**src/rtl/cnw_pkg.sv**
```systemverilog
// ----------------------------------------------------------------------------
// cnw_pkg
// types, constants and byte tables of the character lcd nibble writer
// ----------------------------------------------------------------------------
package cnw_pkg;

  // default display geometry
  localparam int ROW_CHARS_DEF = 20;
  localparam int ROW_COUNT_DEF = 4;

  // job queue between front and back end
  localparam int QUEUE_DEPTH = 4;

  // lcd command bytes and special characters
  localparam logic [7:0] NEWLINE   = 8'h0A;
  localparam logic [7:0] CMD_CLEAR = 8'h01;
  localparam logic [7:0] CMD_HOME  = 8'h02;
  localparam logic [7:0] CMD_DDRAM = 8'h80;

  // configuration register indexes
  localparam logic [1:0] REG_STROBE_WIDTH = 2'd0;
  localparam logic [1:0] REG_BYTE_WAIT    = 2'd1;
  localparam logic [1:0] REG_COMMAND_WAIT = 2'd2;

  // configuration reset values
  localparam logic [7:0]  STROBE_WIDTH_RST = 8'd1;
  localparam logic [9:0]  BYTE_WAIT_RST    = 10'd50;
  localparam logic [15:0] COMMAND_WAIT_RST = 16'd2000;

  typedef enum logic [1:0] {
    ACT_INIT  = 2'd0,
    ACT_BEGIN = 2'd1,
    ACT_CHAR  = 2'd2,
    ACT_END   = 2'd3
  } action_t;

  // what the back end has to send for one accepted item
  typedef enum logic [2:0] {
    JOB_INIT      = 3'd0,
    JOB_BEGIN     = 3'd1,
    JOB_CHAR      = 3'd2,
    JOB_CHAR_ROW  = 3'd3,
    JOB_CHAR_WRAP = 3'd4,
    JOB_END       = 3'd5
  } job_kind_t;

  typedef struct packed {
    job_kind_t   kind;
    logic [7:0]  code;
    logic [7:0]  row_cmd;
  } job_t;

  typedef struct packed {
    logic [7:0]  strobe_width_us;
    logic [9:0]  byte_wait_us;
    logic [15:0] command_wait_us;
  } cfg_t;

  typedef struct packed {
    logic        is_data;
    logic [7:0]  value;
  } bus_byte_t;

  // ddram start address of each row
  function automatic logic [7:0] row_base(input logic [1:0] row);
    logic [7:0] base;
    case (row)
      2'd0:    base = 8'h00;
      2'd1:    base = 8'h40;
      2'd2:    base = 8'h14;
      2'd3:    base = 8'h54;
      default: base = 8'h00;
    endcase
    return base;
  endfunction

  // power-on command sequence
  function automatic logic [7:0] init_byte(input logic [2:0] idx);
    logic [7:0] b;
    case (idx)
      3'd0:    b = 8'h33;
      3'd1:    b = 8'h32;
      3'd2:    b = 8'h28;
      3'd3:    b = 8'h0C;
      3'd4:    b = 8'h04;
      3'd5:    b = CMD_CLEAR;
      3'd6:    b = CMD_HOME;
      default: b = CMD_HOME;
    endcase
    return b;
  endfunction

  // number of bus bytes in a job
  function automatic logic [2:0] job_bytes(input job_kind_t kind);
    logic [2:0] n;
    case (kind)
      JOB_INIT:      n = 3'd7;
      JOB_BEGIN:     n = 3'd2;
      JOB_CHAR:      n = 3'd1;
      JOB_CHAR_ROW:  n = 3'd2;
      JOB_CHAR_WRAP: n = 3'd4;
      JOB_END:       n = 3'd1;
      default:       n = 3'd1;
    endcase
    return n;
  endfunction

  // byte number idx of a job
  function automatic bus_byte_t job_byte(input job_t job, input logic [2:0] idx);
    bus_byte_t b;
    b.is_data = 1'b0;
    b.value   = CMD_DDRAM;
    case (job.kind)
      JOB_INIT: begin
        b.value = init_byte(idx);
      end
      JOB_BEGIN: begin
        b.value = (idx == 3'd0) ? CMD_CLEAR : CMD_HOME;
      end
      JOB_CHAR: begin
        b.is_data = 1'b1;
        b.value   = job.code;
      end
      JOB_CHAR_ROW: begin
        b.is_data = (idx == 3'd0);
        b.value   = (idx == 3'd0) ? job.code : job.row_cmd;
      end
      JOB_CHAR_WRAP: begin
        case (idx)
          3'd0: begin
            b.is_data = 1'b1;
            b.value   = job.code;
          end
          3'd1:    b.value = CMD_DDRAM;
          3'd2:    b.value = CMD_CLEAR;
          default: b.value = CMD_HOME;
        endcase
      end
      JOB_END: begin
        b.value = CMD_DDRAM;
      end
      default: begin
        b.value = CMD_DDRAM;
      end
    endcase
    return b;
  endfunction

endpackage

```
**src/rtl/char_lcd_nibble_writer_unit.sv**
```systemverilog
// ----------------------------------------------------------------------------
// char_lcd_nibble_writer_unit
// 4-bit bus nibble writer for a character lcd
// ----------------------------------------------------------------------------
// Each action on the input stream turns into the nibble writes it needs,
// high nibble first, sent one nibble per clock while the receiver is ready:
// init gives 14 nibbles, begin 4, a character 2, 4 at a row change or 8 at a
// screen wrap, end 2; a newline or a character outside a message gives none.
// The nibble output is registered. A four-entry job queue sits in front of
// the nibble sequencer, so actions are taken while earlier ones are still
// being sent; the input stalls only when that queue is full. Configuration
// writes are always ready and take effect on the next nibble computed.
// ----------------------------------------------------------------------------
module char_lcd_nibble_writer_unit #(
  parameter int ROW_CHARS = cnw_pkg::ROW_CHARS_DEF,
  parameter int ROW_COUNT = cnw_pkg::ROW_COUNT_DEF
) (
  input  logic        clk,
  input  logic        rst_n,
  // action stream
  input  logic        in_tvalid,
  output logic        in_tready,
  input  logic [7:0]  in_tdata,   // [7:0] char_code
  input  logic [1:0]  in_tuser,   // [1:0] action
  // nibble stream
  output logic        out_tvalid,
  input  logic        out_tready,
  output logic [23:0] out_tdata,  // [3:0] nibble, [20:4] wait_after_us, rest zero
  output logic        out_tuser,  // [0] reg_select
  output logic        out_tlast,
  // configuration writes
  input  logic        cfg_valid,
  output logic        cfg_ready,
  input  logic [1:0]  cfg_index,
  input  logic [15:0] cfg_data
);

  cnw_pkg::cfg_t cfg_r;
  logic          push;
  cnw_pkg::job_t push_job;
  logic          q_full;
  logic          q_pop;
  logic          q_nonempty;
  cnw_pkg::job_t q_head;
  logic [3:0]    nibble;
  logic [16:0]   wait_after_us;

  // configuration registers
  assign cfg_ready = 1'b1;

  always_ff @(posedge clk) begin
    if (!rst_n) begin
      cfg_r.strobe_width_us <= cnw_pkg::STROBE_WIDTH_RST;
      cfg_r.byte_wait_us    <= cnw_pkg::BYTE_WAIT_RST;
      cfg_r.command_wait_us <= cnw_pkg::COMMAND_WAIT_RST;
    end else if (cfg_valid) begin
      case (cfg_index)
        cnw_pkg::REG_STROBE_WIDTH: cfg_r.strobe_width_us <= cfg_data[7:0];
        cnw_pkg::REG_BYTE_WAIT:    cfg_r.byte_wait_us    <= cfg_data[9:0];
        cnw_pkg::REG_COMMAND_WAIT: cfg_r.command_wait_us <= cfg_data;
        default:                   cfg_r                 <= cfg_r;
      endcase
    end
  end

  // front end: classify actions
  cnw_front #(
    .ROW_CHARS (ROW_CHARS),
    .ROW_COUNT (ROW_COUNT)
  ) u_front (
    .clk       (clk),
    .rst_n     (rst_n),
    .in_valid  (in_tvalid),
    .in_ready  (in_tready),
    .action    (in_tuser),
    .char_code (in_tdata),
    .q_full    (q_full),
    .push      (push),
    .push_job  (push_job)
  );

  // job queue
  cnw_queue u_queue (
    .clk      (clk),
    .rst_n    (rst_n),
    .push     (push),
    .push_job (push_job),
    .full     (q_full),
    .pop      (q_pop),
    .nonempty (q_nonempty),
    .head     (q_head)
  );

  // back end: nibble sequencer
  cnw_back u_back (
    .clk           (clk),
    .rst_n         (rst_n),
    .cfg           (cfg_r),
    .q_nonempty    (q_nonempty),
    .q_head        (q_head),
    .q_pop         (q_pop),
    .out_valid     (out_tvalid),
    .out_ready     (out_tready),
    .reg_select    (out_tuser),
    .nibble        (nibble),
    .wait_after_us (wait_after_us),
    .last          (out_tlast)
  );

  assign out_tdata = {3'b000, wait_after_us, nibble};

endmodule

```
**src/rtl/cnw_front.sv**
```systemverilog
// ----------------------------------------------------------------------------
// cnw_front
// accepts actions, tracks cursor and message state, queues bus jobs
// ----------------------------------------------------------------------------
module cnw_front #(
  parameter int ROW_CHARS = cnw_pkg::ROW_CHARS_DEF,
  parameter int ROW_COUNT = cnw_pkg::ROW_COUNT_DEF
) (
  input  logic          clk,
  input  logic          rst_n,
  input  logic          in_valid,
  output logic          in_ready,
  input  logic [1:0]    action,
  input  logic [7:0]    char_code,
  input  logic          q_full,
  output logic          push,
  output cnw_pkg::job_t push_job
);

  localparam int CW = $clog2(ROW_CHARS);
  localparam int RW = (ROW_COUNT > 1) ? $clog2(ROW_COUNT) : 1;
  localparam logic [CW-1:0] COL_LAST = CW'(ROW_CHARS - 1);
  localparam logic [RW-1:0] ROW_LAST = RW'(ROW_COUNT - 1);

  logic [CW-1:0] col_r, col_nxt;
  logic [RW-1:0] row_r, row_nxt;
  logic          stopped_r, stopped_nxt;
  logic          accept;
  logic [1:0]    next_row;

  assign in_ready = !q_full;
  assign accept   = in_valid && !q_full;
  assign next_row = 2'(row_r) + 2'd1;

  // classify the action and update the cursor
  always_comb begin
    col_nxt          = col_r;
    row_nxt          = row_r;
    stopped_nxt      = stopped_r;
    push             = 1'b0;
    push_job.kind    = cnw_pkg::JOB_END;
    push_job.code    = char_code;
    push_job.row_cmd = cnw_pkg::CMD_DDRAM | cnw_pkg::row_base(next_row);
    if (accept) begin
      case (cnw_pkg::action_t'(action))
        cnw_pkg::ACT_INIT: begin
          push          = 1'b1;
          push_job.kind = cnw_pkg::JOB_INIT;
          col_nxt       = '0;
          row_nxt       = '0;
          stopped_nxt   = 1'b1;
        end
        cnw_pkg::ACT_BEGIN: begin
          push          = 1'b1;
          push_job.kind = cnw_pkg::JOB_BEGIN;
          col_nxt       = '0;
          row_nxt       = '0;
          stopped_nxt   = 1'b0;
        end
        cnw_pkg::ACT_CHAR: begin
          if (!stopped_r) begin
            if (char_code == cnw_pkg::NEWLINE) begin
              stopped_nxt = 1'b1;
            end else if (col_r == COL_LAST && row_r == ROW_LAST) begin
              // screen full: home, clear and count from the top
              push          = 1'b1;
              push_job.kind = cnw_pkg::JOB_CHAR_WRAP;
              col_nxt       = '0;
              row_nxt       = '0;
            end else if (col_r == COL_LAST) begin
              // row full: move to the start of the next row
              push          = 1'b1;
              push_job.kind = cnw_pkg::JOB_CHAR_ROW;
              col_nxt       = '0;
              row_nxt       = row_r + 1'b1;
            end else begin
              push          = 1'b1;
              push_job.kind = cnw_pkg::JOB_CHAR;
              col_nxt       = col_r + 1'b1;
            end
          end
        end
        cnw_pkg::ACT_END: begin
          push          = 1'b1;
          push_job.kind = cnw_pkg::JOB_END;
          stopped_nxt   = 1'b1;
        end
        default: begin
          push = 1'b0;
        end
      endcase
    end
  end

  // cursor and message state
  always_ff @(posedge clk) begin
    if (!rst_n) begin
      col_r     <= '0;
      row_r     <= '0;
      stopped_r <= 1'b1;
    end else begin
      col_r     <= col_nxt;
      row_r     <= row_nxt;
      stopped_r <= stopped_nxt;
    end
  end

endmodule

```
**src/rtl/cnw_queue.sv**
```systemverilog
// ----------------------------------------------------------------------------
// cnw_queue
// small register fifo of bus jobs between front and back end
// ----------------------------------------------------------------------------
module cnw_queue (
  input  logic          clk,
  input  logic          rst_n,
  input  logic          push,
  input  cnw_pkg::job_t push_job,
  output logic          full,
  input  logic          pop,
  output logic          nonempty,
  output cnw_pkg::job_t head
);

  localparam int DEPTH = cnw_pkg::QUEUE_DEPTH;
  localparam int PW    = $clog2(DEPTH);
  localparam int NW    = $clog2(DEPTH + 1);

  cnw_pkg::job_t  slot_r [DEPTH];
  logic [PW-1:0]  wr_ptr_r, wr_ptr_nxt;
  logic [PW-1:0]  rd_ptr_r, rd_ptr_nxt;
  logic [NW-1:0]  count_r, count_nxt;

  assign full     = (count_r == NW'(DEPTH));
  assign nonempty = (count_r != '0);
  assign head     = slot_r[rd_ptr_r];

  // pointer and fill count
  always_comb begin
    wr_ptr_nxt = wr_ptr_r;
    rd_ptr_nxt = rd_ptr_r;
    count_nxt  = count_r;
    if (push) begin
      wr_ptr_nxt = (wr_ptr_r == PW'(DEPTH - 1)) ? '0 : wr_ptr_r + 1'b1;
    end
    if (pop) begin
      rd_ptr_nxt = (rd_ptr_r == PW'(DEPTH - 1)) ? '0 : rd_ptr_r + 1'b1;
    end
    if (push && !pop) begin
      count_nxt = count_r + 1'b1;
    end else if (pop && !push) begin
      count_nxt = count_r - 1'b1;
    end
  end

  always_ff @(posedge clk) begin
    if (!rst_n) begin
      wr_ptr_r <= '0;
      rd_ptr_r <= '0;
      count_r  <= '0;
    end else begin
      wr_ptr_r <= wr_ptr_nxt;
      rd_ptr_r <= rd_ptr_nxt;
      count_r  <= count_nxt;
    end
  end

  // job storage
  always_ff @(posedge clk) begin
    if (push) begin
      slot_r[wr_ptr_r] <= push_job;
    end
  end

endmodule

```
**src/rtl/cnw_back.sv**
```systemverilog
// ----------------------------------------------------------------------------
// cnw_back
// walks a bus job byte by byte and sends one nibble per cycle while the receiver is ready
// ----------------------------------------------------------------------------
module cnw_back (
  input  logic          clk,
  input  logic          rst_n,
  input  cnw_pkg::cfg_t cfg,
  input  logic          q_nonempty,
  input  cnw_pkg::job_t q_head,
  output logic          q_pop,
  output logic          out_valid,
  input  logic          out_ready,
  output logic          reg_select,
  output logic [3:0]    nibble,
  output logic [16:0]   wait_after_us,
  output logic          last
);

  logic               busy_r, busy_nxt;
  cnw_pkg::job_t      job_r, job_nxt;
  logic [2:0]         idx_r, idx_nxt;
  logic               half_r, half_nxt;

  logic               out_valid_r, out_valid_nxt;
  logic               rs_r;
  logic [3:0]         nibble_r;
  logic [16:0]        wait_r;
  logic               last_r;

  cnw_pkg::job_t      cur_job;
  logic [2:0]         cur_idx;
  logic               cur_half;
  cnw_pkg::bus_byte_t cur_byte;
  logic               advance;
  logic               fire;
  logic               is_last;
  logic [3:0]         cur_nibble;
  logic [16:0]        cur_wait;

  // current job comes from the job register or straight from the queue head
  assign cur_job  = busy_r ? job_r : q_head;
  assign cur_idx  = busy_r ? idx_r : 3'd0;
  assign cur_half = busy_r ? half_r : 1'b0;
  assign cur_byte = cnw_pkg::job_byte(cur_job, cur_idx);

  assign advance = !out_valid_r || out_ready;
  assign fire    = (busy_r || q_nonempty) && advance;
  assign q_pop   = fire && !busy_r;
  assign is_last = cur_half && (cur_idx == cnw_pkg::job_bytes(cur_job.kind) - 3'd1);

  // nibble and wait after its strobe
  always_comb begin
    cur_nibble = cur_half ? cur_byte.value[3:0] : cur_byte.value[7:4];
    if (cur_half) begin
      cur_wait = 17'(cfg.strobe_width_us) + 17'(cfg.byte_wait_us)
               + (cur_byte.is_data ? 17'd0 : 17'(cfg.command_wait_us));
    end else begin
      cur_wait = 17'(cfg.strobe_width_us);
    end
  end

  // sequencing through the job
  always_comb begin
    busy_nxt      = busy_r;
    job_nxt       = job_r;
    idx_nxt       = idx_r;
    half_nxt      = half_r;
    out_valid_nxt = out_valid_r;
    if (fire) begin
      job_nxt       = cur_job;
      busy_nxt      = !is_last;
      half_nxt      = !cur_half;
      idx_nxt       = cur_half ? cur_idx + 3'd1 : cur_idx;
      out_valid_nxt = 1'b1;
    end else if (out_ready) begin
      out_valid_nxt = 1'b0;
    end
  end

  always_ff @(posedge clk) begin
    if (!rst_n) begin
      busy_r      <= 1'b0;
      idx_r       <= '0;
      half_r      <= 1'b0;
      out_valid_r <= 1'b0;
    end else begin
      busy_r      <= busy_nxt;
      idx_r       <= idx_nxt;
      half_r      <= half_nxt;
      out_valid_r <= out_valid_nxt;
    end
  end

  // job and output payload
  always_ff @(posedge clk) begin
    job_r <= job_nxt;
    if (fire) begin
      rs_r     <= cur_byte.is_data;
      nibble_r <= cur_nibble;
      wait_r   <= cur_wait;
      last_r   <= is_last;
    end
  end

  assign out_valid     = out_valid_r;
  assign reg_select    = rs_r;
  assign nibble        = nibble_r;
  assign wait_after_us = wait_r;
  assign last          = last_r;

endmodule

```
**config.mk**
```make
export PLATFORM = sky130hd
export DESIGN_NAME = char_lcd_nibble_writer_unit
export DESIGN_NICKNAME = d
export VERILOG_FILES = /design/src/rtl/cnw_pkg.sv /design/src/rtl/char_lcd_nibble_writer_unit.sv /design/src/rtl/cnw_front.sv /design/src/rtl/cnw_queue.sv /design/src/rtl/cnw_back.sv
export SDC_FILE = /design/constraint.sdc
export NUM_CORES = 1
export LEC_CHECK = 0
export BUFFER_PORTS_ARGS = -buffer_cell sky130_fd_sc_hd__buf_2
export CAP_MARGIN = 20
export CORE_MARGIN = 2
export CORE_UTILIZATION = 60
export DETAILED_ROUTE_END_ITERATION = 7
export PLACE_DENSITY = 0.79
export SLEW_MARGIN = 5
export SYNTH_ARGS = -nofsm -noshare
export SYNTH_HDL_FRONTEND = slang
export SYNTH_SLANG_ARGS = --single-unit
```
**constraint.sdc**
```tcl
create_clock -name clk -period 6.1 [get_ports clk]
set_clock_uncertainty 0.05 [all_clocks]
set_input_delay 0.915 -clock clk [delete_from_list [all_inputs] [get_ports clk]]
set_output_delay 0.915 -clock clk [all_outputs]
set_load 0.005 [all_outputs]
```
==> results.toml <==
[logic_synthesis]
synth_area_mm2 = 0.007450
synth-seq-cells = 151
ys_seq_area_share_pct = 53.21
syn_inst = 673
ys_types = 68
avgSynthCellArea_um2 = 11.07
synth_top_area_cell = "edfxtp_1"
synth_edf_count = 94
yosysMostFrequentCell = "nand2_1"
yosysWarnings = 0
synth.area.top_cells = "edfxtp_1 (38%), dfxtp_1 (15%), nand2_1 (6.4%)"
ys_top_cells_by_count = "nand2_1 (128), edfxtp_1 (94), dfxtp_1 (57), ha_1 (32), inv_1 (31)"
synthArstFlopShare_pct = 0
synth-main-ff-cell = "edfxtp_1"
yosysTopAreaCellShare_pct = 37.89

[cts]
htree_levels = 4
cts_setup_buffers = 0
cts_resized = 0
clockBufferDepth = 2
ctsHoldBuffers = 0
tritoncts = "yes"
cts_buffers = 17
cts.sinks = 151
clk_pin_slew_worst_paths_ns = 0.06
root_buffer = "clkbuf_16"
insertion_delay_ns = 0.43

[layout]
final_area_mm2 = 0.008561
final_cells = 911
fillers = 845
nNetsFinal = 805
diodes = 0
layout-drive-gt1-share_pct = 16.55
utilization_pct = 70.98
syn_to_final_growth_pct = 14.91

[drt]
drc_errors = 7
dr.first_iter.drc_count = 339
vias = 5203
viasPerCell = 5.711
wirelength_um = 15620
first_pass_iters = 8
avgRoutedWirePerCell_um = 17.15
postRouteAntennaNets = 0

[grt]
grt_max_degree = 53
grt_pass1_wl_um = 25060
grt_overflow = 0
antenna_found_initial = 0
grt_usage_pct = 24.63
grt_pass1_vias = 4944

[hold_path]
hold_depth = 2
hold_class = "reg -> reg"

[timing]
worst_pin_slew_ns = 0.9538
final-hold-violation-count = 0
period_needed_ns = 5.277
setup_viol = 0
finalMaxSlewViolations = 0
finalSetupTns_ns = 0
max_freq_ghz = 0.1895
grt_setup_unrepaired = "no"
maxSlewHeadroom_pct = 36.26
fin_crit_sh_pct = 86.50

[critical_path]
crit_buf_inv = 3
cp_cell_sequence = "mux2i_1 -> a22oi_2 -> o21ai_2 -> clkinv_4 -> a311oi_1 -> a31oi_2 -> buf_4 -> and2_1 -> fa_1 -> ha_1 -> inv_1 -> fa_1 -> nor2b_1 -> o21ai_0 -> a21oi_1 -> nor2_1 -> o31a_1 -> or3_1 -> a21oi_1"
cp-start-kind = "flop"
cp_max_fo = 14
r2r_cells = 19
r2r-end = "u_back.wait_after_us[15]"
cpLargestDelayFamily = "compound AO/OA/AOI/OAI gates"
timing.critical_path.to = "u_back.wait_after_us[15]"
end_kind = "flop"
reg2reg_slack_ns = 0.82
worstPathRequired_ns = 6.30
cpPeakStageDelay_ns = 0.62
path_depth = 19
crit_type = "reg -> reg"
cp.arrival_ns = 5.48
cp_slowest_cell = "dfxtp_1"

[floorplan]
die_w_um = 115.4
die_y_um = 115.4
core_area_mm2 = 0.01206
rows = 40
die_area_mm2 = 0.01332
io_pins = 62
start_util_pct = 61.76

[pwr]
peakVddDrop_mv = 0.2743
p_int_uw = 2764
power_density_mw_per_mm2 = 490.1
power_frac_clock_pct = 29.0
comb_power_share_pct = 35.6
power.leakage_uw = 0.003302
p_seq_share_pct = 35.4
swShare_pct = 34.11
switchingPower_uw = 1431

[status]
violations = "DRC"
status = "complete, but fails checks"

[flow_run]
cap_violations = 0

[placed_design]
port_buffers = 57
postPlaceCellArea_mm2 = 0.007879
place_inst = 879
place.gp.congestion = 0.8823
hpwl_um = 10770
==> per-layer routing <==
metal  wire length [um]  up-vias  part of all wire [%]  track usage [%]
met5                  0        -                     0                0
met3                819       19                   5.2            4.289
met1               7051     2542                    45            34.45
met4                229        0                   1.5            8.353
met2               7522      143                    48            39.34
li1                   -     2499                     -                -
==> power groups by stage <==
| stage | clock network, uW | logic, uW | registers [uW] |
|---|---|---|---|
| final | 1210 | 1490 | 1490 |
| after global placement | 0 | 1430 | 1500 |
| after global routing | 1270 | 1650 | 1510 |
| after detailed placement | 0 | 1480 | 1510 |
| after CTS | 1230 | 1490 | 1490 |
| after floorplan | 0 | 1080 | 1490 |
==> cells in the final DEF, fill, tap and decap left out, types with 10 or more instances in the layout <==
cell type,netlist,final
a21boi_0,22,22
dfxtp_1,57,57
edfxtp_1,94,94
nand2b_1,11,11
fa_1,10,10
ha_1,32,32
and2_1,18,18
nor2_1,27,26
nand2_1,128,128
mux4_2,10,10
mux2i_1,18,18
a21oi_1,23,23
buf_2,5,57
nor2b_1,18,18
nand3_1,15,15
o21ai_0,21,21
xor2_1,11,11
clkbuf_16,0,17
inv_1,31,31
==> area by class of cell <==
type	count	area (um^2)	share of cell area (%)
sequential	151	3964	46.30
multi-input combinational	462	3234	37.78
clock buffer	18	429.2	5.013
timing repair buffer	64	337.8	3.946
clock inverter	14	252.7	2.952
tap	168	210.2	2.455
inverter	34	132.6	1.549
==> worst min path at each step <==
stage,slack [ns],start,to
2_1_floorplan,0.38,cfg_r[10],cfg_r[10]
3_3_place_gp,0.39,cfg_r[7],cfg_r[7]
3_5_place_dp,0.41,cfg_r[4],cfg_r[4]
4_1_cts,0.42,cfg_r[7],cfg_r[7]
5_1_grt,0.44,cfg_r[24],cfg_r[24]
6_report,0.42,cfg_r[5],cfg_r[5]
==> stage by stage <==
step | hold WS (ns) | power (uW) | setup slack, ns
6_report | 0.4200 | 4196 | 0.8233
5_1_grt | 0.4416 | 4429 | 0.4938
4_1_cts | 0.4230 | 4209 | 0.8389
3_5_place_dp | 0.4067 | 2985 | 0.9664
3_3_place_gp | 0.3946 | 2931 | 1.200
2_1_floorplan | 0.3820 | 2565 | 1.485
==> registers in the layout (all words and copies together), names as in the netlist, 3 cells and up, named ones only <==
signal / flops
u_back.nibble: 4
u_back.idx_r: 3
u_back.wait_after_us: 17
u_queue.slot_r: 52
cfg_r: 34
u_queue.count_r: 3
u_back.job_r: 19
u_front.col_r: 5
==> cell families (layout without fill, tap and decap cells) <==
logic type | Yosys count | after routing | synth area share [%]
simple gates | 256 | 256 | 16.39
flops | 151 | 151 | 53.21
compound gates | 112 | 112 | 10.67
buf+inv | 62 | 130 | 3.577
fa+ha+maj | 42 | 42 | 8.062
mux | 31 | 31 | 5.996
xor+xnor | 17 | 17 | 1.999
other cells | 2 | 4 | 0.1008
==> worst min-delay path, cell delays in order, from the launching register on <==
cell and delay, ns:
dfxtp_1 0.30, nand2_1 0.05, a21boi_0 0.07
Note: power is estimated with default switching activity, not from simulation.
